$ cat config.mk
export PLATFORM = sky130hd
export DESIGN_NAME = psd_cell
export DESIGN_NICKNAME = d
export VERILOG_FILES = /design/src/rtl/psd_pkg.sv /design/src/rtl/psd_cell.sv
export SDC_FILE = /design/constraint.sdc
export NUM_CORES = 1
export LEC_CHECK = 0
export BUFFER_PORTS_ARGS = -buffer_cell sky130_fd_sc_hd__buf_2
export CORE_MARGIN = 2
export CORE_UTILIZATION = 47
export CTS_CLUSTER_DIAMETER = 30
export DETAILED_ROUTE_END_ITERATION = 10
export PLACE_DENSITY = 0.76
export SLEW_MARGIN = 5
export SYNTH_ARGS = -nofsm -noshare
export SYNTH_HDL_FRONTEND = slang
export SYNTH_SLANG_ARGS = --single-unit
$ cat constraint.sdc
create_clock -name clk_i -period 1 [get_ports clk_i]
set_input_delay 0.05 -clock clk_i [delete_from_list [all_inputs] [get_ports clk_i]]
set_output_delay 0.05 -clock clk_i [all_outputs]
set_load 0.005 [all_outputs]
$ cat src/rtl/psd_pkg.sv
// Package for the pairwise squared distance engine: sizes, opcodes, helpers.
// No dependencies.
`default_nettype none
package psd_pkg;
  localparam int unsigned MaxVectors = 64;
  localparam int unsigned MaxLen     = 64;

  localparam logic [1:0] OpLoadA   = 2'd0;
  localparam logic [1:0] OpLoadB   = 2'd1;
  localparam logic [1:0] OpCompute = 2'd2;
  localparam logic [1:0] OpUnused  = 2'd3;

  localparam logic [1:0] RegVecLen  = 2'd0;
  localparam logic [1:0] RegCountA  = 2'd1;
  localparam logic [1:0] RegCountB  = 2'd2;
  localparam logic [1:0] RegSelf    = 2'd3;

  // Control handed down the cell chain with each operand pair.
  typedef struct packed {
    logic       valid;
    logic       first;  // first component of a row
    logic       fin;    // last component of a row
    logic [5:0] row;
    logic       last;   // last row of the column
  } psd_tag_t;

  function automatic logic [6:0] clamp7(logic [6:0] v, logic [6:0] hi);
    return (v > hi) ? hi : v;
  endfunction
endpackage
`default_nettype wire

$ cat src/rtl/psd_cell.sv
// One cell of the distance chain: subtract, square or accumulate stage.
// Depends on psd_pkg.
`default_nettype none
module psd_cell #(
  parameter int unsigned Kind = 0  // 0 subtract, 1 square, 2 accumulate
) (
  input  wire logic             clk_i,
  input  wire logic             rst_ni,
  input  wire logic             en_i,
  input  wire psd_pkg::psd_tag_t tag_i,
  input  wire logic [31:0]      x_i,
  input  wire logic [31:0]      y_i,
  output psd_pkg::psd_tag_t     tag_o,
  output logic [31:0]           x_o,
  output logic [31:0]           y_o
);
  logic [31:0] x_d;
  logic [63:0] prod;

  assign prod = 64'(x_i) * 64'(x_i);

  always_comb begin
    case (Kind)
      0:       x_d = y_i - x_i;
      1:       x_d = prod[31:0];
      default: x_d = tag_i.first ? x_i : x_o + x_i;
    endcase
  end

  // en_i low freezes the cell in place
  always_ff @(posedge clk_i or negedge rst_ni) begin
    if (!rst_ni) begin
      tag_o <= '0;
    end else if (en_i) begin
      tag_o <= tag_i;
    end
  end

  always_ff @(posedge clk_i) begin
    if (en_i && tag_i.valid) begin
      x_o <= x_d;
      y_o <= y_i;
    end
  end
endmodule
`default_nettype wire

== After elaboration in Yosys (flattened, before gate mapping) ==
Cells that the tools add are included.
W data, S select, Z words.
Cells by class
  add/sub/neg operators: 1
  reductions and logical operators: 1
Operators by type and width (count)
  $sub A32 B32 Y32: 1
  $logic_and A1 B1 Y1: 1
Storage, ports and cells
  word-level logic and storage cells: 9
  input bits: 77
  bits in registers: 74
  output and inout bits: 74

== Logic depth before layout (Yosys ltp) ==
  depth in word-level cells: 1
  depth in mapped cells: 10
  depth with buffers taken out: 10

== Least setup slack after synthesis ==
Ideal clock, no wire load.
  path type: input to register
  start: input port en_i
  end: register x_o[0] (enable)
  buffers on the path: 1
  path slack: -1371 ps
  data required time: 571 ps
  arrival: 1942 ps
  stages on the path: 2
  cell sequence: clkbuf_1 -> and2_1
Between the ends
  word-level cells in the longest chain between the ends: 1
RTL lines
  from (decl): RTL line psd_cell.sv:9  | input wire logic en_i,
  $logic_and A1 B1 Y1: RTL line psd_cell.sv:40  | if (en_i && tag_i.valid) begin
  to (signal assigned): RTL line psd_cell.sv:41  | x_o <= x_d;
  to (decl): RTL line psd_cell.sv:14  | output logic [31:0] x_o,
Every way passes these cells.
A chain may end at the register's enable or synchronous reset.

== Final worst setup path ==
  start: input port y_i[0]
  end: register x_o[28] (data pin)
Between the ends
  word-level cells in the longest chain between the ends: 1
RTL lines
  from (decl): RTL line psd_cell.sv:12  | input wire logic [31:0] y_i,
  $sub A32 B32 Y32: RTL line psd_cell.sv:24  | 0: x_d = y_i - x_i;
  via x_d[28]: RTL line psd_cell.sv:17  | logic [31:0] x_d;
The timed path passes the listed nets, and every way through them passes these cells.

==> metrics.md <==
| Metric | Value |
|---|---|
| Outcome | complete, but fails checks |
| Failing checks | setup timing |
| CP max-delay cell | a2111oi_4 |
| RSZ-0062 raised after global routing | true |
| Leading register cell type out of synthesis | edfxtp_1 |
| Root buf cell | clkbuf_8 |
| Routed wl met2 | approximately 7300 um |
| 1st-pass router iterations | 4 |
| Ys Warns | 0 |
| Total global routing overflow | 0 |
| Num CTS Buffers | 9 |
| Fin util | around 80% |
| Final setup violation count | 28 |
| Setup TNS | -18,540 ps |
| Hold Fails Final Rpt | 0 |
| Startpoint type of the worst setup path | primary input |
| Sw frac | between 30% and 40% |
| Total Wirelength | roughly 14,000 um |
| Top Family by Delay on Critical Path | compound AO/OA/AOI/OAI gates |
| Post-synth net total | approximately 460 |
| Vias | ~4,100 |
| Worst path max stage delay | 370 ps |
| IO Count | roughly 150 |
| Seq cells post-synth | 74 |
| Mapped Area | just over 4000 um^2 |
| Initial antenna violation count | 0 |
| Die X | approximately 100 um |
| Final instance area | 7030 um^2 |
| Clock-pin slew on the worst setup and hold paths | ~90 ps |
| Row Count | 34 |
| Placed inst area | 6030 um^2 |
| ANT nets after route | 0 |
| Area grow syn2layout | 71.3% |
| Skew-Pair Late Insertion Delay | roughly 360 ps |
| Drt drc | 0 |
| First-pass GRT wire length | 21,000 um |
| Period utilization | 206% |
| Final Net Count | about 770 |
| Buf/Inv on CP | 2 |
| Vias in the first global route | 4,316 |
| Comb pwr share | between 30% and 40% |
| Clk network pwr share | 25.0% |
| Port-buffer cells | 150 |
| Total core area | 8590 um^2 |
| Routed met3 length | 681 um |
| Top Metal Used | met4 |
| Die height | 97.4 um |
| Vias per cell | roughly 5.3 |
| Initial Utilization | between 40 and 50% |
| Largest net degree at the start of global routing | 27 |
| CTS sink count | 74 |
| Cell taking the most area after synthesis | edfxtp_1 |
| Post-synthesis cell type count | 49 |
| Asr flop ratio synth | 13.5% |
| Post-Route M1 WL | approximately 5100 um |
| Layout cells sized above 1 | 54.0% |
| HPWL Detailed | roughly 8500 um |
| Reg area | around 2200 um^2 |
| Worst Tran Pin Value | 515 ps |
| Part of the power in registers | about two fifths |
| Fmax | 484 MHz |
| Synth top area cells | edfxtp_1 (47%), ha_1 (9.5%), dfrtp_1 (6.1%), inv_1 (3.9%), xnor2_1 (3.6%) |
| Max-cap violations | 0 |
| Critical Path AT | 2180 ps |
| Number of synthesized flops with an enable pin | 64 |
| Area share of the largest cell type after synthesis | 46.8% |
| Final WS setup | -1060 ps |
| Critical Path RT | 1120 ps |
| P per Cell Area | 1310 nW/um^2 |
| Tmin final | between 2000 and 2500 ps |
| Total GRT Usage | 27.8% |
| Multi-input logic area | 2240 um^2 |
| Syn avg cell area | ~12 um^2 |
| Crit. End Element | register |
| Wire length per cell | around 18 um |
| P_leak | between 3 and 4 nW |
| GPL Wtd Cong | between 0.8 and 0.9 |
| Iteration-0 DRC Markers | 200 |
| Number of cells produced by synthesis | roughly 360 |
| CP Class | primary input to register |
| Clk buf depth | 2 |
| # diodes | 0 |
| Slew HR | between 60% and 70% |
| Crit-path cells | buf_8 > inv_8 > ha_4 > fa_2 > and2b_2 > o2111ai_4 > a2111oi_4 > nor4_4 > o311ai_2 > a31oi_1 > xnor2_1 |
| Clock Skew | 0 ps |
| CTS tree | done |
| Final total power | between 9 and 10 mW |
| CP max FO | 5 |
| Filler instances | 492 |
| Max-slew violation count | 0 |
| CTS H-Tree Depth | 3 |
| Psw | around 2.8 mW |
| Pint | 6.39 mW |
| Full die area | about 9500 um^2 |
| Hold Crit Class | primary input to asynchronous set/reset pin |
| Post-synthesis sequential area ratio | between 50% and 60% |
| Worst vdd ir | 0.000837 V |
| WHS | approximately 60 ps |
layout by cell type, fill, tap and decap left out, types with 4 or more instances in the layout:
cell type / instances
a21o_1: 9
a21oi_1: 17
a21oi_2: 10
buf_2: 142
buf_4: 86
buf_6: 19
clkbuf_8: 9
dfrtp_1: 10
dlygate4sd3_1: 43
edfxtp_1: 64
ha_1: 14
ha_4: 17
inv_1: 32
inv_2: 4
mux2_2: 10
nand2_1: 17
nand2_2: 5
nand2b_1: 4
nand3_1: 6
nand4_1: 6
nor2_1: 12
nor3_1: 6
o21a_1: 4
o21ai_0: 5
o21ai_1: 4
o21ai_2: 7
o21ai_4: 4
o21bai_1: 5
xnor2_1: 14
xor2_1: 11
power groups by stage:
stage / Sequential, mW / Clock (mW) / Combinational (mW)
after CTS: 3.80 / 2.29 / 2.88
after floorplan: 3.91 / 0 / 1.30
after detailed placement: 3.87 / 0 / 2.52
after global routing: 3.83 / 2.43 / 3.30
after global placement: 3.86 / 0 / 2.44
final: 3.80 / 2.29 / 3.09
final timing paths:
path,start,end,slack (ps),cells past startpoint
min in group clk_i,x_i[0],x_o[0]$_DFFE_PP_,60,3
worst max register to register,tag_o[6]$_DFFE_PN0P_,tag_o[6]$_DFFE_PN0P_,210,1
worst min-delay path,rst_ni,tag_o[0]$_DFFE_PN0P_,60,2
worst max-delay path,y_i[0],x_o[28]$_DFFE_PP_,-1060,11
max in group asynchronous,rst_ni,tag_o[4]$_DFFE_PN0P_,750,2
worst min register to register,tag_o[5]$_DFFE_PN0P_,tag_o[5]$_DFFE_PN0P_,520,1
through the flow:
| step | cells | setup WS (ps) |
|---|---|---|
| 2_1_floorplan | 355 | -1200 |
| 3_3_place_gp | 697 | -1440 |
| 3_5_place_dp | 697 | -1480 |
| 4_1_cts | 768 | -1010 |
| 5_1_grt | 769 | -1170 |
| 6_report | 769 | -1060 |
area by class of cell:
type                       count  share of cell area [%]
multi-input combinational    233                    31.9
sequential                    74                    30.9
timing repair buffer         295                    29.7
inverter                      43                    2.86
clock buffer                  10                    2.12
tap                          108                    1.92
clock inverter                 6                   0.552
repair_timing:
action                                  in CTS  in global routing
endpoints found under the hold margin       52                  0
hold buffers                                43                  0
pin swaps                                   12                 18
buffers inserted                            15                 10
cloned                                       0                  0
endpoints found under the setup margin      28                 28
resized for setup                           46                 22
flip-flops by register name, indices dropped and copies added, names as in the netlist:
name	cells
x_o	32
tag_o	10
y_o	32
layer usage:
metal	GRT usage (%)	up-vias
met4	11.9	0
met3	5.04	40
met1	31.3	1951
li1	-	1900
met5	0	-
met2	51.4	173
cells by family (layout without fill, tap and decap cells):
kind of cell    after synthesis  after routing  synth area share (%)
fa+ha+maj                    32             32                  9.94
compound gates               92             92                  15.3
buf+inv                      48            354                  4.39
xor+xnor                     28             28                  5.98
simple gates                 70             70                  8.51
mux                          11             11                  2.99
flops                        74             74                  52.9
synth_stat cells, types with 2 or more instances:
library cell and instances:
inv_1 43, xnor2_1 17, clkbuf_1 5, a21o_1 9
nand2b_1 4, nand3_1 6, nand4_1 6, xor2_1 11
ha_1 31, a211oi_1 2, o211ai_1 2, o21ai_1 2
dfrtp_1 10, nor2b_1 2, o21ai_0 18, nand2_1 25
o21bai_1 5, nor3_1 6, edfxtp_1 64, o21a_1 4
nor2_1 13, a31oi_1 4, mux2_2 10, a21oi_1 29
and3_1 3
No activity file was read; power rests on OpenSTA's default activity.
